File: src/sv/fnb_pkg.sv
// Shared types and constants for the four-neighbour blur core.
// Used by fnb_front, fnb_queue, fnb_back and four_neighbour_blur_core.
package fnb_pkg;

  localparam int unsigned CfgDataW = 11;
  localparam int unsigned SizeRst  = 1024;

  // Exact floor(x / 3) for x below 2048: (x * 683) >> 11.
  localparam int unsigned Div3Mul   = 683;
  localparam int unsigned Div3Shift = 11;

  typedef enum logic [0:0] {
    CFG_FRAME_WIDTH  = 1'b0,
    CFG_FRAME_HEIGHT = 1'b1
  } cfg_reg_e;

  typedef enum logic [0:0] {
    OP_PIXEL = 1'b0,
    OP_DRAIN = 1'b1
  } op_e;

  typedef struct packed {
    logic [7:0] blue;
    logic [7:0] green;
    logic [7:0] red;
  } pix_t;

  typedef struct packed {
    logic up;
    logic dn;
    logic lf;
    logic rt;
  } nbr_mask_t;

  typedef struct packed {
    pix_t      up;
    pix_t      dn;
    pix_t      lf;
    pix_t      rt;
    nbr_mask_t mask;
    logic      last;
  } blur_job_t;

endpackage

File: src/sv/fnb_queue.sv
// Two-entry queue of neighbour sets between the front and back ends.
// Uses the job type from fnb_pkg.
module fnb_queue (
  input  logic               clk_i,
  input  logic               rst_ni,
  input  logic               push_valid_i,
  output logic               push_ready_o,
  input  fnb_pkg::blur_job_t push_data_i,
  output logic               pop_valid_o,
  input  logic               pop_ready_i,
  output fnb_pkg::blur_job_t pop_data_o
);

  fnb_pkg::blur_job_t mem_q [2];
  logic               wr_ptr_q, rd_ptr_q;
  logic [1:0]         cnt_q;
  logic               push, pop;

  assign push_ready_o = (cnt_q != 2'd2);
  assign pop_valid_o  = (cnt_q != 2'd0);
  assign pop_data_o   = mem_q[rd_ptr_q];
  assign push         = push_valid_i & push_ready_o;
  assign pop          = pop_valid_o & pop_ready_i;

  always_ff @(posedge clk_i or negedge rst_ni) begin
    if (!rst_ni) begin
      wr_ptr_q <= 1'b0;
      rd_ptr_q <= 1'b0;
      cnt_q    <= 2'd0;
    end else begin
      if (push) begin
        wr_ptr_q <= ~wr_ptr_q;
      end
      if (pop) begin
        rd_ptr_q <= ~rd_ptr_q;
      end
      cnt_q <= cnt_q + {1'b0, push} - {1'b0, pop};
    end
  end

  always_ff @(posedge clk_i) begin
    if (push) begin
      mem_q[wr_ptr_q] <= push_data_i;
    end
  end

endmodule

File: config.mk
export PLATFORM = sky130hd
export DESIGN_NAME = fnb_queue
export DESIGN_NICKNAME = d
export VERILOG_FILES = /design/src/sv/fnb_pkg.sv /design/src/sv/fnb_queue.sv
export SDC_FILE = /design/constraint.sdc
export NUM_CORES = 1
export LEC_CHECK = 0
export BUFFER_PORTS_ARGS = -buffer_cell sky130_fd_sc_hd__buf_4
export CORE_MARGIN = 3
export CORE_UTILIZATION = 26
export CTS_CLUSTER_DIAMETER = 120
export CTS_CLUSTER_SIZE = 8
export DETAILED_ROUTE_END_ITERATION = 8
export GPL_TIMING_DRIVEN = 0
export PLACE_DENSITY_LB_ADDON = 0.08
export SYNTH_ARGS = -nofsm -noshare
export SYNTH_HDL_FRONTEND = slang
export SYNTH_SLANG_ARGS = --single-unit
File: constraint.sdc
create_clock -name clk_i -period 5.5 [get_ports clk_i]
set_input_delay 0.55 -clock clk_i [delete_from_list [all_inputs] [get_ports clk_i]]
set_output_delay 0.55 -clock clk_i [all_outputs]
set_load 0.02 [all_outputs]
# == After elaboration in Yosys (flattened, before gate mapping) ==
# Memories as Yosys holds them, arrays and structs flattened.
# Index checks and enable logic that the tools add are counted.
# word_totals
ff_bits,4
mem_bits_rw,202
in_bits,105
output_inout_bits,103
elab_cells,14
memories,1
# op_classes
add_sub_neg,2
eq_ne,1
mux,2
n_bitwise,4
n_reduce_logical,1
# mem_list
name,depth,word_bits,rd,rd_clocked_by_memory_dff,wr,line,text
mem_q,2,101,1,0,1,fnb_queue.sv:14,fnb_pkg::blur_job_t mem_q [2];
# ops
op,n
2-bit by 1-bit adder with 2-bit output,1
1-bit AND,2
1-bit two-way mux,2
2-bit inequality test (second input constant),1
1-bit inverter,2
2-bit nonzero test,1
2-bit by 1-bit subtractor with 2-bit output,1

# == Longest topological paths before layout ==
# Gate-level depths: netlist of run 1.
# depth
depth_word,4
mapped_depth,7
ltp_nobuf,7

# == Least setup slack after synthesis of run 1 ==
# Ideal clock, no wire load.
# synth_timing
kind,reg-to-reg
start,register cnt_q[1]
end,"memory mem_q[0][0] (netlist name), enable pin"
setup_ns,0.562
t_arrival_ns,4.961
required_ns,4.938
setup_slack_ns,-0.023
stages_incl_launch_ff,4
n_path_buf,0
period_less_slack_ns,5.523
cell_sequence,dfrtp_1 > nand2b_1 > nand2_1 > nor2_1
# synth_via
elab_chain_cells,4
# synth_lines
element,line,text
"start, declared",fnb_queue.sv:16,logic [1:0] cnt_q;
"start signal, assigned",fnb_queue.sv:37,"cnt_q <= cnt_q + {1'b0, push} - {1'b0, pop};"
2-bit inequality test,fnb_queue.sv:19,assign push_ready_o = (cnt_q != 2'd2);
net push_ready_o,fnb_queue.sv:7,"output logic push_ready_o,"
1-bit AND,fnb_queue.sv:22,assign push = push_valid_i & push_ready_o;
1-bit two-way mux,fnb_queue.sv:42,if (push) begin
1-bit two-way mux (not written as such),fnb_queue.sv:43,mem_q[wr_ptr_q] <= push_data_i;
"end, declared",fnb_queue.sv:14,
# The timed path passes the listed nets, and every way through them passes these cells.

==> results of run 1 <==
==> logic make-up after synthesis <==
kind of cell	after synthesis	synth area share [%]
xor+xnor	4	0.466
fa+ha+maj	2	0.333
buf+inv	12	1.53
flops	206	82.1
mux	101	15.1
simple gates	6	0.466
==> metrics by stage <==
stage	hold slack, ns	instances	instance area [um2]	power (mW)
global route	0.168	965	10500	6.19
global placement	0.348	916	9540	4.38
detailed placement	0.351	921	9660	4.41
finish	0.203	965	10500	5.87
floorplan	0.254	331	7520	3.51
CTS	0.170	965	10500	6.01
==> power groups by stage <==
stage | clock, mW | sequential, mW | combinational (mW)
after detailed placement | 0 | 2.25 | 2.16
after CTS | 1.63 | 2.22 | 2.16
after floorplan | 0 | 2.26 | 1.25
after global placement | 0 | 2.30 | 2.07
after global routing | 1.70 | 2.25 | 2.25
final | 1.56 | 2.22 | 2.09
==> cell usage after synthesis <==
cell type,n
edfxtp_1,202
mux2_2,101
buf_6,9
dfrtp_1,4
xnor2_1,3
buf_2,2
ha_1,2
and2_4,1
and3_1,1
inv_1,1
nand2_1,1
nand2b_1,1
nor2_1,1
or2_2,1
xor2_1,1
==> layout make-up <==
cell class / count / area [um2] / area share [%]
clock inverters: 1 / 8.76 / 0.0837
repair buffers: 213 / 1670 / 16.0
inverters: 1 / 3.75 / 0.0359
plain buffers: 11 / 111 / 1.06
clock buffers: 42 / 785 / 7.50
well taps: 378 / 473 / 4.52
flip-flops and latches: 206 / 6170 / 58.9
multi-input cells: 113 / 1240 / 11.9
==> final timing paths <==
path                                      start              to  slack (ns)
worst max-delay path                   rd_ptr_q  pop_data_o[11]        3.14
min in group asynchronous                rst_ni        cnt_q[1]        0.36
worst min register to register         cnt_q[0]        cnt_q[0]        0.53
worst max register to register         cnt_q[1]    mem_q[0][52]        3.65
worst min-delay path            push_data_i[31]    mem_q[0][31]        0.20
max in group asynchronous                rst_ni        cnt_q[0]        5.04
==> flip-flops by register name, summed over array words and instances, names as in the netlist <==
name      count
cnt_q         2
mem_q       202
wr_ptr_q      1
rd_ptr_q      1
==> worst max-delay path, delay by kind of cell, from the launching register on <==
family	cells	cell delay [ns]
buffers and inverters	3	0.55
flip-flops	1	0.37
multiplexers	1	0.35
==> routing by layer <==
metal / vias up / global-route usage, % / routed length [um]
li1: 1803 / - / -
met3: 29 / 3.85 / 1340
met2: 141 / 17.8 / 8110
met5: - / 0 / 0
met1: 1909 / 11.3 / 6190
met4: 0 / 3.53 / 456
==> cells in the final DEF (no fill, tap or decap), types with 2 or more instances in the layout <==
master and count:
buf_6 9, dfrtp_1 4, ha_1 2, buf_12 4, edfxtp_1 202, clkbuf_1 12
buf_4 207, xnor2_1 3, clkbuf_16 29, mux2_2 101, buf_2 2
==> results.md, run 1 <==
- Outcome: finished, final reports clean
- Clock sink count: 206
- Worst Setup End Kind: output pin
- Fin Clk Skew: 0.0190 ns
- Comb pwr share: 35.6%
- Pin slew with the least headroom to its limit: 0.627 ns
- Place WS: 3.52 ns
- Mapped Nets: 438
- Fin. max-slew vios: 0
- Max transition margin: 58.1%
- Cts hold-fix bufs: 1
- Register area share after synthesis: 82.1%
- NetSw: 1.80 mW
- Max IR drop VDD: 0.249 mV
- Worst path slowest cell: dfrtp_1
- Fmax: 423 MHz
- Global-route wire length before repair: 24,500 um
- Antenna diodes: 0
- Antenna Nets Post-Route: 0
- Largest area contributor in the netlist: edfxtp_1
- Pwr/cell area: 561 nW/um2
- Leak: 3.86 nW
- # DRC: 0
- Row cnt: 61
- Setup CP Type: register to output pin
- Root buffer cell: clkbuf_16
- Internal power: 4.07 mW
- CP peak stage delay: 0.37 ns
- Filler cells: 2,643
- Min-Delay Path Class: input pin to register
- RSZ-0062 raised after global routing: false
- Pin count of the biggest net entering global routing: 43
- Final Hold Fails: 0
- Synth warn: 0
- Core Util, Final: 37.2%
- Share of the synthesized area in the top cell type: 80.7%
- Vias in the first global route: 4,409
- Core area: 28,200 um2
- CP startpoint kind: register
- Htree depth: 1
- Sequential Power Share: 37.8%
- Worst r2r path cells: 4
- Clock Tree Buf Depth: 3
- Number of synthesized register bits: 206
- Final Critical Period: 2.36 ns
- CTS resizes: 0
- Effective utilization at floorplan: 26.7%
- Post-synth cell types: 15
- GR Overflow Total: 0
- Setup slack after layout: 3.14 ns
- Avg Inst Size Synth: 22.7 um2
- Setup violators final: 0
- Die area: 31,000 um2
- Worst hold stages: 1
- Synth area leaders: edfxtp_1, mux2_2, buf_6
- CTS tree: yes
- Vias/cell: 4.02
- Share of layout cells above drive strength 1: 61.2%
- Mapped Area: 7510 um2
- Worst-Skew Late Latency: 0.53 ns
- CP cell instances: buf_6 > buf_6 > mux2_2 > buf_4
- Total number of vias: 3,882
- Setup TNS: 0 ns
- Post-Synthesis Cells: 331
- Initial DRC Count: 109
- Final cycle utilization of the critical path: 43.0%
- Crit path max fanout: 10
- CP most frequent cell: buf_6
- CTS Buf Count: 29
- Initial antenna violation count: 0
- Maxcap violations: 0
- DIE HEIGHT: 176 um
- Worst Path Required: 4.95 ns
- Clock slew at reported path FFs: 0.05 ns
- Ports: 208
- Avg WL per Cell: 16.7 um
- Drt total wl: 16,100 um
- Critical Path AT: 1.81 ns
- Postcts setup bufs: 0
- Area Growth Syn to Fin: 39.3%
- NumNets Final: 682
- DP Wirelength: 10,800 um
- Switching share of power: 30.7%
- # port buffers: 207
- Final GP Congestion: 0.699
- Clk pwr share: 26.6%
- Tot GR Track Use: 10.1%
- DR pass1 iterations: 4
- Chip Width: 176 um
(Power assumes the default switching activity.)
==> run 2: changes to the inputs <==
clock period = 2.4 ns   (was 5.5 ns; I/O delays follow)
==> results.md, run 2 (synthesis gave the netlist of run 1 again) <==
- Outcome: finished, final reports clean (unchanged)
- CTS tree: yes (unchanged)
- GR Overflow Total: 0 (unchanged)
- Final cycle utilization of the critical path: 89.8%
- Cts hold-fix bufs: 104 (was 1)
- Multi-input logic area: 1260 um2 (was 1240 um2)
- Worst Setup End Kind: register (was output pin)
- Initial antenna violation count: 0 (unchanged)
- Initial DRC Count: 153 (was 109)
- Critical Path AT: 2.38 ns (was 1.81 ns)
- Top reg by flops: mem_q (unchanged)
- Htree depth: 1 (unchanged)
- DIE HEIGHT: 176 um (unchanged)
- Fmax: 464 MHz
- Worst-Skew Late Latency: 0.53 ns (about the same)
- Area Growth Syn to Fin: 54.2% (was 39.3%)
- Met1 WL: 6940 um (was 6190 um)
- Vias in the first global route: 4,692 (was 4,409)
- CP startpoint kind: register (unchanged)
- RSZ-0062 raised after global routing: false (unchanged)
- Worst hold slack: 0.0631 ns (was 0.203 ns)
- Share of layout cells above drive strength 1: 52.5% (was 61.2%)
- Clock sink count: 206 (unchanged)
- Seq. cell area: 6170 um2 (unchanged)
- Pin count of the biggest net entering global routing: 47 (was 43)
- Buf/Inv on CP: 4 (was 3)
- Postcts setup bufs: 0 (unchanged)
- Max IR drop VDD: 0.621 mV (was 0.249 mV)
- Filler cells: 2,612 (was 2,643)
- Max reg flops: 202 (unchanged)
- Effective utilization at floorplan: 26.7% (unchanged)
- Most frequent cells in the layout: buf_4, edfxtp_1, dlygate4sd3_1, mux2_2, clkbuf_16 (was buf_4, edfxtp_1, mux2_2, clkbuf_16, clkbuf_1)
- Vias/cell: 3.97 (was 4.02)
- Clock slew at reported path FFs: 0.05 ns (about the same)
- Fin Clk Skew: 0.0220 ns (was 0.0190 ns)
- Fin. max-slew vios: 0 (unchanged)
- Ports: 208 (unchanged)
- Pin slew with the least headroom to its limit: 0.583 ns (was 0.627 ns)
- Antenna diodes: 0 (unchanged)
- Row cnt: 61 (unchanged)
- DP Wirelength: 11,100 um (was 10,800 um)
- Met3 WL post-DR: 1480 um (was 1340 um)
- CP cell instances: nand2b_4 > nand2_4 > nor2_4 > buf_16 > buf_16 > buf_16 > buf_16 (was buf_6 > buf_6 > mux2_2 > buf_4)
- Core area: 28,200 um2 (unchanged)
- Leak: 4.33 nW (was 3.86 nW)
- Clock Tree Buf Depth: 3 (unchanged)
- Die area: 31,000 um2 (unchanged)
- DR WL met2: 7920 um (was 8110 um)
- Setup TNS: 0 ns (unchanged)
- NumNets Final: 787 (was 682)
- # DRC: 0 (unchanged)
- Worst path top cell family by delay: buffers and inverters (unchanged)
- Chip Width: 176 um (unchanged)
- Final Hold Fails: 0 (unchanged)
- Crit path max fanout: 18 (was 10)
- Global-route wire length before repair: 25,800 um (was 24,500 um)
- CTS Buf Count: 29 (unchanged)
- Most common cell after layout, fill and taps aside: buf_4 (unchanged)
- Setup CP Type: register to register (was register to output pin)
- Min-Delay Path Class: input pin to async pin (was input pin to register)
- Drt total wl: 16,800 um (was 16,100 um)
- Cell area after layout: 11,600 um2 (was 10,500 um2)
- Root buffer cell: clkbuf_16 (unchanged)
- Pwr/cell area: 1180 nW/um2 (was 561 nW/um2)
- Maxcap violations: 0 (unchanged)
- Total number of vias: 4,239 (was 3,882)
- CTS resizes: 0 (unchanged)
- # port buffers: 207 (unchanged)
- Avg WL per Cell: 15.8 um (was 16.7 um)
- Max transition margin: 61.1% (was 58.1%)
- Final GP Congestion: 0.677 (was 0.699)
- Tot GR Track Use: 10.6% (was 10.1%)
- Worst path slowest cell: nor2_4 (was dfrtp_1)
- Highest metal used: met4 (unchanged)
- CP most frequent cell: buf_16 (was buf_6)
- Cell Area, Placed: 9750 um2 (was 9660 um2)
- Antenna Nets Post-Route: 0 (unchanged)
- Setup violators final: 0 (unchanged)
- DR pass1 iterations: 4 (unchanged)
- Final Critical Period: 2.16 ns
- Top Registers: mem_q (202), cnt_q (2) (unchanged)
- Worst Path Required: 2.62 ns (was 4.95 ns)
- CP peak stage delay: 0.48 ns (was 0.37 ns)
==> run 2: worst paths after layout <==
check / slack (ns) / depth (start not counted) / from / endpoint
setup / recovery: 0.24 / 7 / cnt_q[1] / mem_q[0][45]
hold / removal: 0.06 / 2 / rst_ni / wr_ptr_q
setup reg to reg: 0.24 / 7 / cnt_q[1] / mem_q[0][45]
hold reg to reg: 0.53 / 1 / cnt_q[0] / cnt_q[0]
max in group asynchronous: 2.23 / 2 / rst_ni / rd_ptr_q
min in group clk_i: 0.43 / 2 / push_data_i[95] / mem_q[0][95]
==> run 2: report_power, final <==
group	internal [mW]	leakage [nW]	switching [mW]
registers	4.92	1.92	0.167
logic	2.40	2.03	2.66
clock network	2.20	0.382	1.36
total	9.52	4.33	4.19
==> run 2: cell type report <==
class	instances	share of cell area [%]
flip-flops and latches	206	53.2
repair buffers	318	24.0
multi-input cells	113	10.9
clock buffers	41	6.74
well taps	378	4.08
plain buffers	11	0.961
clock inverters	1	0.0756
inverters	1	0.0324
==> run 2: per-layer routing <==
metal	vias to the layer above	global-route usage, %
met4	0	3.23
met2	157	17.6
met5	-	0
met1	2037	13.0
met3	34	4.09
li1	2011	-
==> run 2: stage by stage <==
stage          total power [mW]  setup slack (ns)  cells  util (%)
6_report                   13.7             0.244   1069      41.1
5_1_grt                    14.5            0.0766   1069      41.1
4_1_cts                    14.1             0.165   1069      41.1
3_5_place_dp               10.2             0.191    923      34.6
3_3_place_gp               10.0             -1.19    916      34.0
2_1_floorplan              8.03            -0.131    331         -
==> run 3: changes to the inputs <==
MAX_ROUTING_LAYER = met4   (was default)
clock period = 2.5 ns   (was 2.4 ns; I/O delays follow)
==> results.md, run 3 (synthesis gave the netlist of run 1 again) <==
- Outcome: finished, final reports clean (unchanged)
- Clock slew at reported path FFs: 0.05 ns (about the same)
- Postcts setup bufs: 0 (unchanged)
- Worst Setup End Kind: register (unchanged)
- Maxcap violations: 0 (unchanged)
- Core Util, Final: 41.1% (unchanged)
- CP startpoint kind: register (unchanged)
- M3 GR Usage: 4.00% (was 4.09%)
- M2 GR Usage: 17.6% (unchanged)
- Cell Area, Placed: 9750 um2 (unchanged)
- Vias/cell: 3.97 (about the same)
- Initial antenna violation count: 0 (unchanged)
- DIE HEIGHT: 176 um (unchanged)
- Area Growth Syn to Fin: 54.2% (unchanged)
- Top reg by flops: mem_q (unchanged)
- Final cycle utilization of the critical path: 86.0% (was 89.8%)
- DP Wirelength: 11,100 um (unchanged)
- Setup violators final: 0 (unchanged)
- # DRC: 0 (unchanged)
- Drt total wl: 16,800 um (about the same)
- CTS tree: yes (unchanged)
- NumNets Final: 787 (unchanged)
- GR peak layer: met2 (unchanged)
- Htree depth: 1 (unchanged)
- Max reg flops: 202 (unchanged)
- Cell area after layout: 11,600 um2 (unchanged)
- Avg WL per Cell: 15.7 um (was 15.8 um)
- Pin count of the biggest net entering global routing: 47 (unchanged)
- Crit path max fanout: 18 (unchanged)
- RSZ-0062 raised after global routing: false (unchanged)
- Pin slew with the least headroom to its limit: 0.576 ns (was 0.583 ns)
- Fin. max-slew vios: 0 (unchanged)
- Max IR drop VDD: 0.597 mV (was 0.621 mV)
- Core area: 28,200 um2 (unchanged)
- Initial DRC Count: 160 (was 153)
- Most common cell after layout, fill and taps aside: buf_4 (unchanged)
- Max transition margin: 61.5% (was 61.1%)
- CTS resizes: 0 (unchanged)
- Chip Width: 176 um (unchanged)
- CTS Buf Count: 29 (unchanged)
- Clock Tree Buf Depth: 3 (unchanged)
- Fmax: 465 MHz (was 464 MHz)
- DR pass1 iterations: 4 (unchanged)
- Most frequent cells in the layout: buf_4, edfxtp_1, dlygate4sd3_1, mux2_2, clkbuf_16 (unchanged)
- Die area: 31,000 um2 (unchanged)
- Antenna Nets Post-Route: 0 (unchanged)
- Top Registers: mem_q (202), cnt_q (2) (unchanged)
- GR Layer Usage met1: 13.0% (about the same)
- Setup TNS: 0 ns (unchanged)
- Global-route wire length before repair: 25,800 um (about the same)
- # port buffers: 207 (unchanged)
- Vias in the first global route: 4,715 (was 4,692)
- Final Hold Fails: 0 (unchanged)
- Worst hold slack: 0.0728 ns (was 0.0631 ns)
- Fin Clk Skew: 0.0220 ns (about the same)
- Row cnt: 61 (unchanged)
- Critical Path AT: 2.37 ns (was 2.38 ns)
- GR Overflow Total: 0 (unchanged)
- Effective utilization at floorplan: 26.7% (unchanged)
- Min-Delay Path Class: input pin to async pin (unchanged)
- Worst Path Required: 2.72 ns (was 2.62 ns)
- Antenna diodes: 0 (unchanged)
- Root buffer cell: clkbuf_16 (unchanged)
- Worst-Skew Late Latency: 0.53 ns (about the same)
- Filler cells: 2,612 (unchanged)
- Ports: 208 (unchanged)
- Leak: 4.33 nW (unchanged)
- Final GP Congestion: 0.684 (was 0.677)
- Share of layout cells above drive strength 1: 52.5% (unchanged)
- Total number of vias: 4,244 (was 4,239)
- Clock sink count: 206 (unchanged)
- Setup CP Type: register to register (unchanged)
- Tot GR Track Use: 11.0% (was 10.6%)
- Pwr/cell area: 1140 nW/um2 (was 1180 nW/um2)
- Final Critical Period: 2.15 ns (was 2.16 ns)
==> run 3: final timing paths <==
kind,from,to,slack [ns],cells past startpoint
max in group asynchronous,rst_ni,rd_ptr_q,2.32,2
worst min-delay path,rst_ni,wr_ptr_q,0.07,2
worst max register to register,cnt_q[1],mem_q[0][45],0.35,7
worst min register to register,cnt_q[0],cnt_q[0],0.53,1
worst max-delay path,cnt_q[1],mem_q[0][45],0.35,7
min in group clk_i,push_data_i[95],mem_q[0][95],0.44,2
==> run 3: area by class of cell <==
cell class	instances	area (um2)	share of cell area, %
tap	378	473	4.08
sequential	206	6170	53.2
multi-input combinational	113	1260	10.9
inverter	1	3.75	0.0324
buffer	11	111	0.961
timing repair buffer	318	2780	24.0
clock buffer	41	781	6.74
clock inverter	1	8.76	0.0756
==> run 3: layer usage <==
| layer | wire length [um] | up-vias |
|---|---|---|
| met4 | 497 | 0 |
| met3 | 1470 | 36 |
| met5 | 0 | - |
| li1 | - | 2013 |
| met1 | 6900 | 2034 |
| met2 | 7960 | 161 |
==> run 3: power breakdown <==
part	internal (mW)	total (mW)	switching, mW	leakage, nW
Combinational	2.30	4.86	2.56	2.03
Sequential	4.72	4.88	0.160	1.92
Clock	2.11	3.42	1.31	0.382
==> run 3: worst max-delay path, cell delays in order (launching register included) <==
cell	delay (ns)
dfrtp_1	0.42
nand2b_4	0.11
nand2_4	0.07
nor2_4	0.47
buf_16	0.23
buf_16	0.18
buf_16	0.17
buf_16	0.16
==> run 3: through the flow <==
step	std cells	setup WS, ns	total power, mW
2_1_floorplan	331	-0.0315	7.71
3_3_place_gp	916	-1.09	9.61
3_5_place_dp	923	0.291	9.82
4_1_cts	1069	0.265	13.5
5_1_grt	1069	0.178	13.9
6_report	1069	0.351	13.2
==> run 3: what timing repair did <==
action | in CTS | in global routing
endpoints found under the hold margin | 208 | 0
hold buffers | 104 | 0
endpoints found under the setup margin | 0 | 0
