===== src/sv/fnb_pkg.sv =====
// Shared types and constants for the four-neighbour blur core.
// Used by fnb_front, fnb_queue, fnb_back and four_neighbour_blur_core.
package fnb_pkg;

  localparam int unsigned CfgDataW = 11;
  localparam int unsigned SizeRst  = 1024;

  // Exact floor(x / 3) for x below 2048: (x * 683) >> 11.
  localparam int unsigned Div3Mul   = 683;
  localparam int unsigned Div3Shift = 11;

  typedef enum logic [0:0] {
    CFG_FRAME_WIDTH  = 1'b0,
    CFG_FRAME_HEIGHT = 1'b1
  } cfg_reg_e;

  typedef enum logic [0:0] {
    OP_PIXEL = 1'b0,
    OP_DRAIN = 1'b1
  } op_e;

  typedef struct packed {
    logic [7:0] blue;
    logic [7:0] green;
    logic [7:0] red;
  } pix_t;

  typedef struct packed {
    logic up;
    logic dn;
    logic lf;
    logic rt;
  } nbr_mask_t;

  typedef struct packed {
    pix_t      up;
    pix_t      dn;
    pix_t      lf;
    pix_t      rt;
    nbr_mask_t mask;
    logic      last;
  } blur_job_t;

endpackage


===== src/sv/fnb_back.sv =====
// Back end: sums the valid neighbours per channel, then divides by their count.
// Two pipeline stages ending in the output register; uses fnb_pkg.
module fnb_back (
  input  logic               clk_i,
  input  logic               rst_ni,
  input  logic               job_valid_i,
  output logic               job_ready_o,
  input  fnb_pkg::blur_job_t job_i,
  output logic               out_valid_o,
  input  logic               out_ready_i,
  output logic [7:0]         out_red_o,
  output logic [7:0]         out_green_o,
  output logic [7:0]         out_blue_o,
  output logic               last_of_frame_o
);

  function automatic logic [9:0] chan_sum(input logic [7:0] a, input logic [7:0] b,
                                          input logic [7:0] c, input logic [7:0] d,
                                          input fnb_pkg::nbr_mask_t m);
    logic [9:0] s;
    s = (m.up ? {2'b00, a} : 10'd0) + (m.dn ? {2'b00, b} : 10'd0)
      + (m.lf ? {2'b00, c} : 10'd0) + (m.rt ? {2'b00, d} : 10'd0);
    return s;
  endfunction

  function automatic logic [7:0] div_n(input logic [9:0] s, input logic [2:0] n);
    logic [19:0] prod;
    logic [7:0]  q;
    prod = 20'(s) * 20'(fnb_pkg::Div3Mul);
    case (n)
      3'd1:    q = s[7:0];
      3'd2:    q = s[8:1];
      3'd3:    q = prod[fnb_pkg::Div3Shift +: 8];
      3'd4:    q = s[9:2];
      default: q = 8'd0;
    endcase
    return q;
  endfunction

  logic       s1_valid_q, s1_ready, s2_ready;
  logic [9:0] s1_red_q, s1_green_q, s1_blue_q;
  logic [2:0] s1_n_q;
  logic       s1_last_q;
  logic       out_valid_q;

  assign s2_ready    = !out_valid_q || out_ready_i;
  assign s1_ready    = !s1_valid_q || s2_ready;
  assign job_ready_o = s1_ready;
  assign out_valid_o = out_valid_q;

  always_ff @(posedge clk_i or negedge rst_ni) begin
    if (!rst_ni) begin
      s1_valid_q  <= 1'b0;
      out_valid_q <= 1'b0;
    end else begin
      if (s1_ready) begin
        s1_valid_q <= job_valid_i;
      end
      if (s2_ready) begin
        out_valid_q <= s1_valid_q;
      end
    end
  end

  always_ff @(posedge clk_i) begin
    if (s1_ready && job_valid_i) begin
      s1_red_q   <= chan_sum(job_i.up.red, job_i.dn.red, job_i.lf.red, job_i.rt.red,
                             job_i.mask);
      s1_green_q <= chan_sum(job_i.up.green, job_i.dn.green, job_i.lf.green,
                             job_i.rt.green, job_i.mask);
      s1_blue_q  <= chan_sum(job_i.up.blue, job_i.dn.blue, job_i.lf.blue,
                             job_i.rt.blue, job_i.mask);
      s1_n_q     <= 3'($countones(job_i.mask));
      s1_last_q  <= job_i.last;
    end
    if (s2_ready && s1_valid_q) begin
      out_red_o       <= div_n(s1_red_q, s1_n_q);
      out_green_o     <= div_n(s1_green_q, s1_n_q);
      out_blue_o      <= div_n(s1_blue_q, s1_n_q);
      last_of_frame_o <= s1_last_q;
    end
  end

endmodule

===== config.mk =====
export PLATFORM = sky130hd
export DESIGN_NAME = fnb_back
export DESIGN_NICKNAME = d
export VERILOG_FILES = /design/src/sv/fnb_pkg.sv /design/src/sv/fnb_back.sv
export SDC_FILE = /design/constraint.sdc
export NUM_CORES = 1
export LEC_CHECK = 0
export BUFFER_PORTS_ARGS = -buffer_cell sky130_fd_sc_hd__buf_2
export CORE_ASPECT_RATIO = 0.8
export CORE_MARGIN = 5
export CORE_UTILIZATION = 61
export DETAILED_ROUTE_END_ITERATION = 10
export PLACE_DENSITY = 0.83
export SLEW_MARGIN = 15
export SYNTH_ARGS = -nofsm -noshare
export SYNTH_HDL_FRONTEND = slang
export SYNTH_SLANG_ARGS = --single-unit

===== constraint.sdc =====
create_clock -name clk_i -period 5.2 [get_ports clk_i]
set_input_delay 0.26 -clock clk_i [delete_from_list [all_inputs] [get_ports clk_i]]
set_output_delay 0.26 -clock clk_i [all_outputs]
set_load 0.01 [all_outputs]

# Word-level counts from Yosys, hierarchy flattened
# Cells that the tools add are included.
[classes]
eq_ne = 4
n_mul = 3
n_addsub = 12
reduce_logical = 6
mux = 15
[ops]
columns = ["operator", "count"]
rows = [
  ["$mux 8", 12],
  ["$pmux 8 s4", 3],
  ["$mul 10x10->19 const B", 3],
  ["$add 10x8->10", 3],
  ["$add 9x8->10", 3],
  ["$add 8x8->9", 3],
  ["$eq 3x2->1 const B", 2],
  ["$add 1x1->2", 2],
  ["$add 2x2->3", 1],
  ["$eq 3x1->1 const B", 1],
  ["$eq 3x3->1 const B", 1],
  ["$logic_and 1x1->1", 2],
  ["$logic_not 1->1", 2],
  ["$logic_or 1x1->1", 2],
]
[totals]
in_bits = 105
elab_cells = 51
regBits = 61

# Logic depth before layout (Yosys ltp)
# Gate-level depths: netlist (run 1).
[logic_depth]
word_depth = 4
ltp_mapped = 16

# Least setup slack after synthesis (run 1)
# Ideal clock, no wire load.
[synth_timing]
path_type = "register -> register"
start = "reg s1_green_q[7]"
end = "reg out_green_o[3], data pin"
n_path_buf = 0
period_less_slack_ns = 4.522
setup_slack_ns = 0.678
arrival_ns = 4.256
stages_incl_launch_ff = 17
setup_ns = 0.266
required_ns = 4.934
cell_sequence = "edfxtp_1 -> ha_1 -> ha_1 -> inv_1 -> fa_1 -> inv_1 -> fa_1 -> inv_1 -> fa_1 -> inv_1 -> ha_1 -> a21o_1 -> or3_1 -> o31a_1 -> a211oi_2 -> xor2_1 -> o21ai_1"
[synth_between]
elab_chain_cells = 2
[synth_lines]
columns = ["item", "line", "rtl"]
rows = [
  ["start, declared", "fnb_back.sv:41", "logic [9:0] s1_red_q, s1_green_q, s1_blue_q;"],
  ["start signal, assigned", "fnb_back.sv:69", "s1_green_q <= chan_sum(job_i.up.green, job_i.dn.green, job_i.lf.green,"],
  ["$mul 10x10->19", "fnb_back.sv:29", "prod = 20'(s) * 20'(fnb_pkg::Div3Mul);"],
  ["$pmux 8 s4", "fnb_back.sv:30", "case (n)"],
  ["end signal, assigned", "fnb_back.sv:78", "out_green_o <= div_n(s1_green_q, s1_n_q);"],
  ["end, declared", "fnb_back.sv:12", "output logic [7:0] out_green_o,"],
]
# No other way between the ends.
# A chain may end at the register's enable or synchronous reset.

# Final worst setup path (run 1)
[layout_timing]
start = "reg s1_green_q[7]"
end = "reg out_green_o[7], data pin"
[layout_between]
elab_chain_cells = 2
[layout_lines]
columns = ["item", "line"]
rows = [
  ["$mul 10x10->19", "fnb_back.sv:29"],
  ["$pmux 8 s4 *", "fnb_back.sv:30"],
]
# Every way passes the cells marked *; elsewhere a longest branch is shown, timed or not.

==> results of run 1 <==
## synthesized netlist by cell type, types with 6 or more instances
cell type  instances  area [um2]
o221ai_1           6        52.6
o21ai_1           20         100
nor2b_1           11        68.8
nand2b_1           9        56.3
clkbuf_1          25        93.8
ha_1             203        2540
o21ai_0           14        70.1
o21a_1             7        52.6
nand4_1            6        37.5
nor3_1            12        60.1
xor2_1            11        96.3
a21o_1            16         120
nand2_1          108         405
edfxtp_1          59        1770
xnor2_1           32         280
inv_1            190         713
a22oi_1           25         188
nor2_1            35         131
a21oi_1           53         265
nand3_1            6        30.0
and2_1            30         188
and3_1            10        62.6
fa_1             112        2240
## worst paths after layout
| check | start | endpoint | cells after the start |
|---|---|---|---|
| min reg2reg | s1_last_q | last_of_frame_o | 0 |
| max in group asynchronous | rst_ni | out_valid_o | 2 |
| min | job_i[0] | s1_last_q | 1 |
| max reg2reg | s1_green_q[7] | out_green_o[7] | 16 |
| max | s1_green_q[7] | out_green_o[7] | 16 |
| min in group asynchronous | rst_ni | s1_valid_q | 2 |
## final cells by class
cell class / count / area share
well taps: 220 / 0.0241
clock buffers: 9 / 0.0197
inverters: 190 / 0.0624
flip-flops and latches: 61 / 0.159
clock inverters: 7 / 0.00372
multi-input cells: 794 / 0.669
repair buffers: 138 / 0.0622
## worst max-delay path, cell delays in order, from the launching register on
cell      delay [ps]
edfxtp_1         520
ha_1             350
ha_1             270
inv_1             50
fa_1             530
inv_1             60
fa_1             520
inv_1             70
fa_1             490
inv_1             40
ha_1             370
a21o_1           220
or3_1            300
o31a_1           310
a31oi_2          180
xnor2_1          140
o221ai_1         150
## through the flow
step                      hold slack, ps  area, um2
after floorplan                    -35.6      10300
after global placement              48.8      11200
after detailed placement            49.4      11200
after CTS                           84.6      11400
after global routing                90.3      11400
final                               97.0      11400
## flip-flops by register name, indices dropped and copies added (netlist names)
signal and flops:
out_valid_o 1, out_blue_o 8, last_of_frame_o 1, s1_green_q 10, s1_blue_q 10, out_green_o 8
out_red_o 8, s1_last_q 1, s1_red_q 10, s1_valid_q 1, s1_n_q 3
## layer usage
metal / up-vias / global-route usage / share of wire
met5: - / 0 / 0
met4: 0 / 0.0592 / 0.015
met3: 29 / 0.0665 / 0.10
met2: 366 / 0.378 / 0.41
met1: 3817 / 0.390 / 0.47
li1: 3890 / - / -
## cell families after synthesis
| logic type | Yosys count |
|---|---|
| flops | 61 |
| mux | 7 |
| simple gates | 238 |
| compound gates | 191 |
| fa+ha+maj | 315 |
| buf+inv | 217 |
| xor+xnor | 43 |
## repair_timing
item                      in CTS  in global routing
setup buffers                  0                  0
hold buffers                   1                  0
resized for setup              0                  0
hold endpoints to repair       2                  0
==> impl_summary.md, run 1 <==
Synthesis
After synthesis the netlist holds a flip-flop and latch count of 61. For this run, the number of Yosys warnings is 0. The parity-gate share of the synthesized area counting xor and xnor cells is 0.0366. Of the total synthesized cell area, the portion taken by AND, OR, NAND and NOR gates is 0.109. In the synthesized netlist the async set-or-reset flop fraction comes to 0.0328. The synthesized design contains 59 enable-type register cells. The average instance area after synthesis is 9.59 um2. For this run, the register share of the synthesized area comes to 0.177. The share of the synthesized area in compound gates (AO/OA/AOI/OAI) is 0.125. In the synthesized netlist, the number of instances is 1072. Synthesis produced a netlist with a net count of 1492.

The synthesized netlist occupies a cell area of 0.0103 mm2. The multiplexer share of the synthesized area is 0.00706. For this run, the leading register cell type out of synthesis is edfxtp_1. Of the total synthesized cell area, the portion taken by full adders, half adders and majority gates is 0.465. The netlist uses 59 different library cells. By area, the combinational part of the netlist is dominated by adder cells.

Worst setup path
STA classifies the critical path startpoint as a flop. In this run the worst path has a maximum fanout of 7. Data arrives at the worst endpoint at 4920 ps.

Across all register-to-register paths, the minimum setup slack is 310 ps. The worst setup path is captured at a flop. The critical path required time is 5220 ps. By startpoint and endpoint, the worst setup path is classified as reg2reg.

Floorplan
Measured along the x axis, the die boundary spans 155 um. The die covers 0.0196 mm2. The core outline area is 0.0166 mm2. The overall die height is 126 um. The number of placed I/O pins is 132. The number of core rows is 42. For this configuration, the core starts out at a cell density of 0.621.

Global route
Entering global routing, the biggest net connects 35 pins. The via count of the first global-routing pass is 8160. The initial antenna violation count is 0. The all-layer global routing usage is 0.259. The total global routing overflow is 0. The first-pass GRT wire length is 40600 um.

STA
The final-report max-slew violation count came to 0. The worst pin sits at a relative slew slack of 0.298. Setup repair after global routing left no endpoint under its margin. The final total negative setup slack is 0 ps. Setup slack on the critical path of the routed design comes to 306 ps. Between clock sinks in the finished design, the worst skew comes to 6.48 ps.

The smallest clock period supported by the final layout is computed as 4890 ps. Of the available clock period, the critical path in the final layout requires 0.941. Setup violations remaining at the end of the flow were counted as 0. For the pin with the worst max-slew slack, the measured transition is 1050 ps. The final hold violation count is 0.

Static timing analysis puts the maximum clock frequency at 204 MHz.

Clock tree
The clock edge transition at the registers on the reported setup and hold paths is 50 ps. The H-tree was split into 3 levels. For this design, the sink count on the clock tree is 61. The number of buffers on the longest clock path is 2. TritonCTS created 9 clock buffers.

Clock latency on the worst-skew pair, taken at its later pin, is 340 ps. The clock tree from TritonCTS is done. The root buffer selected by CTS is clkbuf_16.

Place
In this run, placement finished with an instance count of 1402. Once detailed placement completed, the half-perimeter wirelength came to 21000 um. Input and output buffers added on the ports amount to 131. The congestion estimate from routability-driven global placement came to 0.956.

At the placement stage, the worst setup path has a slack of 366 ps.

Final layout
In the final layout, the multi-input gates occupy 0.00764 mm2. The final cell utilization of the core is 0.691. The number of inserted filler cells in the final layout is 1253. The post-synthesis to final-layout area growth is 11.2%.

The finished layout holds 1419 standard cells, fillers aside. The number of antenna diodes in the final layout is 0. Leaving out fill and tap cells, the most frequent cells in the layout are 203 x ha_1, 190 x inv_1, 131 x buf_2, 112 x fa_1, 108 x nand2_1. At the end of the flow, the number of nets in the layout was 1614. The proportion of layout cells with a drive suffix above 1 is 0.134. The library cell used most frequently in the layout, excluding fill and tap cells, is ha_1. Across the whole layout, storage elements account for 0.00182 mm2.

Hold path
The class of the worst hold path is in2reg.

Outcome
The flow ran to the end, and the final reports show no timing, DRC or antenna violations.

Routing
The routed via count is 8102. In the routed layout, each cell is associated on average with a via count of 5.71. The aggregate routed wire length is 24900 um. The DRC violation count after routing is 0. The pre-antenna-repair detailed-routing pass consisted of 6 iterations. The DRC violation total after the first TritonRoute iteration is 712. The routed length per placed instance is 17.6 um. The count of nets left with antenna violations once routing finished came out at 0.

Flow run
The max capacitance violation total is 0.
Power of run 1 is left out: the tool's default activity adds up to more than one toggle a clock period on the data nets, which glitch-free logic cannot reach.
==> run 2: changes to the inputs <==
- CTS_BUF_LIST: unset -> sky130_fd_sc_hd__clkbuf_2
==> run 2 against run 1 <==
Fmax shrank 0.12%. Die area is the same. Highest routed layer unchanged. Register-to-register slack is essentially flat. Core utilization shrank 0.79 points. Routed wire length shrank 0.73%. Cell count grew 0.35%. Design area shrank 1.1%. Global-route usage shrank 0.21 points. Critical path depth is the same. Largest cell class unchanged.
==> impl_summary.md, run 2 (synthesis results as in run 1) <==
Outcome
Run status: finished, final reports clean (unchanged).

STA
The pin slew with the least headroom to its limit is 1030 ps (was 1050 ps). The maximum clock skew at final layout is 29.9 ps (was 6.48 ps). The post-route fraction of the period consumed by the critical path is 0.942 (was 0.941). The upper clock frequency limit was 204 MHz (about the same). The worst slew margin relative to its limit is 0.313 (was 0.298). The clock period minus worst slack is 4900 ps (was 4890 ps). Unrepaired setup endpoints after global routing: false (unchanged).

The final total negative setup slack was 0 ps (unchanged). The final number of setup-violating endpoints is 0 (unchanged). The final-report max-slew violation count is 0 (unchanged). The final hold violation count is 0 (unchanged).

Global route
The first-pass GRT wire length is 40300 um (was 40600 um). The initial antenna violation count was 0 (unchanged). The global routing met2 resource utilization was 0.372 (was 0.378).

The via count of the first global-routing pass was 8098 (was 8160). The maximum number of pins on one net before global-route repair came to 35 (unchanged). The all-layer global routing usage is 0.257 (was 0.259). The total global routing overflow came to 0 (unchanged). The met1 global-route usage is 0.390 (about the same). The most congested layer reported by global routing is met1 (unchanged). The global-route met3 utilization is 0.0648 (was 0.0665).

Routing
The DRC violation total after the first TritonRoute iteration was 746 (was 712). The routed length per placed instance is 17.4 um (was 17.6 um). The aggregate routed wire length was 24800 um (was 24900 um). The via-per-instance ratio is 5.65 (was 5.71). The detailed-router iteration count before antenna repair is 5 (was 6). The routed via count came to 8052 (was 8102). The remaining number of nets flagged by the antenna check after routing came to 0 (unchanged). The DRC violation count after routing is 0 (unchanged).

Worst setup path
The critical path launch point type is a flop (unchanged). The critical path required time came to 5450 ps (was 5220 ps). The critical path data arrival time is 5150 ps (was 4920 ps). Chain of cells forming the critical path: ha_1 > ha_1 > inv_1 > fa_1 > inv_1 > fa_1 > inv_1 > fa_1 > inv_1 > ha_1 > a21o_1 > or3_1 > o31a_1 > a31oi_2 > xnor2_1 > o221ai_1 (unchanged). The depth of the worst register-to-register path was 16 (unchanged).

The worst reg2reg path startpoint is s1_green_q[7] (unchanged). The maximum single-stage delay on the critical path came to 560 ps (was 530 ps). The kind of critical path is reg2reg (unchanged). The cell with the biggest individual delay on the critical path is edfxtp_1 (was fa_1). The reg2reg setup slack is 300 ps (was 310 ps).

The critical path launch point is s1_green_q[7] (unchanged). The most numerous cell on the critical path is inv_1 (unchanged). The destination of the critical timing path is out_green_o[7] (unchanged). The terminus of the critical flop-to-flop path is out_green_o[7] (unchanged). The endpoint kind of the worst setup timing path is a flop (unchanged). The peak fanout along the critical path came to 7 (unchanged).

Place
The count of input and output buffers is 131 (unchanged). The placed wire-length estimate came to 21000 um (unchanged). The weighted congestion at the end of routability-driven global placement was 0.956 (unchanged).

Clock tree
The root buffer selected by CTS was clkbuf_2 (was clkbuf_16). The clock edge transition at the registers on the reported setup and hold paths was 190 ps (was 50 ps). The clock latency on the worst-skew pair is 540 ps (was 340 ps). The TritonCTS buffer count came to 9 (unchanged). The number of buffers on the longest clock path is 2 (unchanged).

The total clock sinks is 61 (unchanged). The total setup buffers inserted after CTS was 0 (unchanged). The clock tree from TritonCTS was done (unchanged). The number of levels in the clock H-tree is 3 (unchanged).

The number of cells upsized or downsized after cts came to 0 (unchanged).

Hold path
The class of the worst hold path is in2reg (unchanged).

Floorplan
The full die area is 0.0196 mm2 (unchanged). The initial core utilization came to 0.621 (unchanged). The core outline area was 0.0166 mm2 (unchanged). The chip width is 155 um (unchanged). The overall die height is 126 um (unchanged).

The number of placed I/O pins is 132 (unchanged). The number of core rows is 42 (unchanged).

Flow run
The max capacitance violation total was 0 (unchanged).

Final layout
Leading registers by flop count: s1_blue_q (10), s1_green_q (10), s1_red_q (10) (unchanged). Commonest cells after routing, fill and taps aside: 203 x ha_1, 190 x inv_1, 131 x buf_2, 112 x fa_1, 108 x nand2_1 (unchanged). The most common cell after layout, fill and taps aside is ha_1 (unchanged). The proportion of layout cells with a drive suffix above 1 came to 0.134 (about the same). The post-synthesis to final-layout area growth is 9.97% (was 11.2%). The final-stage net count was 1619 (was 1614).

The antenna cell count is 0 (unchanged).
==> run 2: changes by cell type in the layout (fill, tap and decap cells not counted), sizes merged <==
cell	delta
dlygate4sd3	+5
==> run 2: worst max-delay path: cells and delay by family, from the launching register on <==
family	cells	cell delay, ps
AO/OA/AOI/OAI	4	860
XOR/XNOR	1	140
adder cells (fa/ha/maj)	6	2530
buffers and inverters	4	220
flip-flops	1	560
AND/OR/NAND/NOR	1	310
==> run 2: metal layers <==
layer | part of all wire | routed length, um | vias up
met4 | 0.014 | 342 | 0
met2 | 0.41 | 10200 | 347
li1 | - | - | 3900
met5 | 0 | 0 | -
met1 | 0.47 | 11700 | 3783
met3 | 0.10 | 2490 | 22
==> run 2: worst min-delay path by stage <==
stage	start	end	slack, ps	depth (start not counted)
5_1_grt	job_i[5]	s1_red_q[0]	100	3
2_1_floorplan	rst_ni	out_valid_o	-40	0
3_3_place_gp	rst_ni	s1_valid_q	50	1
6_report	job_i[21]	s1_blue_q[0]	160	3
4_1_cts	job_i[5]	s1_red_q[0]	100	3
3_5_place_dp	rst_ni	s1_valid_q	50	1
==> run 2: cell type report <==
cell class                      instances  area, um2
Clock buffer                            9       45.0
Sequential cell                        61       1820
Multi-Input combinational cell        794       7640
Timing Repair Buffer                  143        761
Fill cell                            1274       5250
Tap cell                              220        275
Inverter                              190        713
Clock inverter                          7       42.5
==> run 2: what timing repair did <==
| action | CTS | global route |
|---|---|---|
| hold endpoints to repair | 5 | 0 |
| hold buffers | 6 | 0 |
| endpoints found under the setup margin | 0 | 0 |
==> run 2: through the flow <==
stage / hold slack [ps] / cell area (um2) / util / worst slack (ps) / std cells
after floorplan: -35.6 / 10300 / - / 678 / 1072
after global placement: 48.8 / 11200 / 0.674 / 486 / 1402
after detailed placement: 49.4 / 11200 / 0.674 / 366 / 1402
after CTS: 98.8 / 11300 / 0.683 / 347 / 1424
after global routing: 103 / 11300 / 0.683 / 145 / 1424
final: 161 / 11300 / 0.683 / 300 / 1424
Power of run 2 is left out for the same reason.
==> run 3: changes to the inputs <==
- PLACE_DENSITY: 0.83 -> 0.88
- SKIP_CTS_REPAIR_TIMING: unset -> 1
==> run 3 against run 2 <==
Sequential cell count unchanged. Critical path type unchanged. Setup slack improved by 92 ps. Global-route usage decreased by 0.42 points. Register-to-register slack improved by 90 ps. Largest cell class unchanged. Design area increased by 0.18%. Die area unchanged. Sequential share of layout area about the same. Worst hold slack got worse by 0.66 ps. Non-clock buffer count unchanged. Routed wire length decreased by 1.1%. Count of clock-buffer cells in the layout increased by 2. Fmax increased by 1.9%.
==> impl_summary.md, run 3 (synthesis results as in run 1) <==
Final layout
The final-stage net count is 1619 (unchanged). The proportion of layout cells with a drive suffix above 1 is 0.134 (unchanged). Commonest cells after routing, fill and taps aside: 203 x ha_1, 190 x inv_1, 131 x buf_2, 112 x fa_1, 108 x nand2_1 (unchanged). Leading registers by flop count: s1_blue_q (10), s1_green_q (10), s1_red_q (10) (unchanged). The post-synthesis to final-layout area growth is 10.2% (was 9.97%). The most common cell after layout, fill and taps aside is ha_1 (unchanged). The final cell utilization of the core came to 0.684 (was 0.683).

Floorplan
The number of placed I/O pins came to 132 (unchanged). The initial core utilization came to 0.621 (unchanged). The full die area is 0.0196 mm2 (unchanged). The number of core rows is 42 (unchanged). The core outline area came to 0.0166 mm2 (unchanged).

The overall die height is 126 um (unchanged). The chip width is 155 um (unchanged).

Place
The weighted congestion at the end of routability-driven global placement came to 0.966 (was 0.956). The pre-CTS setup slack was 403 ps (was 366 ps). The placed wire-length estimate is 20900 um (was 21000 um). The count of input and output buffers came to 131 (unchanged).

Clock tree
The clock tree from TritonCTS was done (unchanged). The number of buffers on the longest clock path is 2 (unchanged). The total clock sinks is 61 (unchanged). The clock latency on the worst-skew pair is 530 ps (was 540 ps).

The clock edge transition at the registers on the reported setup and hold paths is 200 ps (was 190 ps). The TritonCTS buffer count is 9 (unchanged). The root buffer selected by CTS is clkbuf_2 (unchanged). The number of levels in the clock H-tree is 3 (unchanged).

STA
The clock period minus worst slack is 4810 ps (was 4900 ps). The final-report max-slew violation count is 0 (unchanged). The worst slew margin relative to its limit is 0.350 (was 0.313). The pin slew with the least headroom to its limit is 975 ps (was 1030 ps). The upper clock frequency limit is 208 MHz (was 204 MHz). The final hold violation count is 0 (unchanged). The maximum clock skew at final layout is 29.6 ps (was 29.9 ps). The final number of setup-violating endpoints is 0 (unchanged). The final worst setup slack was 392 ps (was 300 ps). Unrepaired setup endpoints after global routing: false (unchanged). The final total negative setup slack is 0 ps (unchanged). The post-route fraction of the period consumed by the critical path is 0.925 (was 0.942).

Worst setup path
The kind of critical path is reg2reg (unchanged). The critical path data arrival time is 5100 ps (was 5150 ps). The critical path launch point type is a flop (unchanged). The peak fanout along the critical path was 7 (unchanged).

The critical path required time is 5490 ps (was 5450 ps). The endpoint kind of the worst setup timing path is a flop (unchanged).

Routing
The DRC violation total after the first TritonRoute iteration came to 622 (was 746). The aggregate routed wire length is 24500 um (was 24800 um). The detailed-router iteration count before antenna repair was 5 (unchanged). The routed via count is 8096 (was 8052). The routed length per placed instance is 17.2 um (was 17.4 um). The remaining number of nets flagged by the antenna check after routing is 0 (unchanged). The via-per-instance ratio is 5.68 (was 5.65). The DRC violation count after routing is 0 (unchanged).

Global route
The first-pass GRT wire length is 39800 um (was 40300 um). The initial antenna violation count is 1 (was 0). The via count of the first global-routing pass came to 8183 (was 8098). The maximum number of pins on one net before global-route repair is 35 (unchanged). The all-layer global routing usage is 0.253 (was 0.257). The total global routing overflow was 0 (unchanged).

Hold path
The class of the worst hold path is in2reg (unchanged).

Flow run
The max capacitance violation total is 0 (unchanged).

Outcome
Run status: finished, final reports clean (unchanged).
[run 3: final timing paths]
| path | slack, ps | cells past startpoint | end | start |
|---|---|---|---|---|
| worst max-delay path | 390 | 16 | out_green_o[3] | s1_green_q[5] |
| worst min-delay path | 160 | 3 | s1_red_q[0] | job_i[5] |
| worst max register to register | 390 | 16 | out_green_o[3] | s1_green_q[5] |
| worst min register to register | 450 | 0 | last_of_frame_o | s1_last_q |
| max in group asynchronous | 4510 | 3 | out_valid_o | rst_ni |
| min in group asynchronous | 580 | 3 | s1_valid_q | rst_ni |
[run 3: area by class of cell]
| type | instances | area [um2] |
|---|---|---|
| Tap cell | 220 | 275 |
| Clock buffer | 11 | 55.1 |
| Timing Repair Buffer | 143 | 758 |
| Inverter | 190 | 713 |
| Fill cell | 1244 | 5230 |
| Antenna cell | 1 | 2.50 |
| Sequential cell | 61 | 1820 |
| Multi-Input combinational cell | 794 | 7640 |
| Clock inverter | 5 | 52.6 |
[run 3: worst max-delay path, stage by stage (launching register included)]
cell and delay [ps]:
edfxtp_1 540, ha_1 360, ha_1 280, inv_1 50, fa_1 530, inv_1 50
fa_1 490, inv_1 60, fa_1 490, inv_1 40, ha_1 360, a21o_1 210
or3_1 320, o31a_1 310, a211oi_2 240, xor2_1 170, o21ai_1 70
[run 3: per-layer routing]
| layer | GRT usage | up-vias | wire length, um |
|---|---|---|---|
| met5 | 0 | - | 0 |
| li1 | - | 3896 | - |
| met1 | 0.377 | 3790 | 11100 |
| met3 | 0.0758 | 34 | 2720 |
| met2 | 0.365 | 376 | 10200 |
| met4 | 0.0571 | 0 | 442 |
[run 3: per-stage QoR]
step / instances / hold slack (ps) / instance area, um2
floorplan: 1072 / -35.6 / 10300
finish: 1425 / 160 / 11300
CTS: 1419 / -568 / 11300
global route: 1425 / 110 / 11300
global placement: 1403 / 45.8 / 11200
detailed placement: 1403 / 45.7 / 11200
Power of run 3 is left out for the same reason.
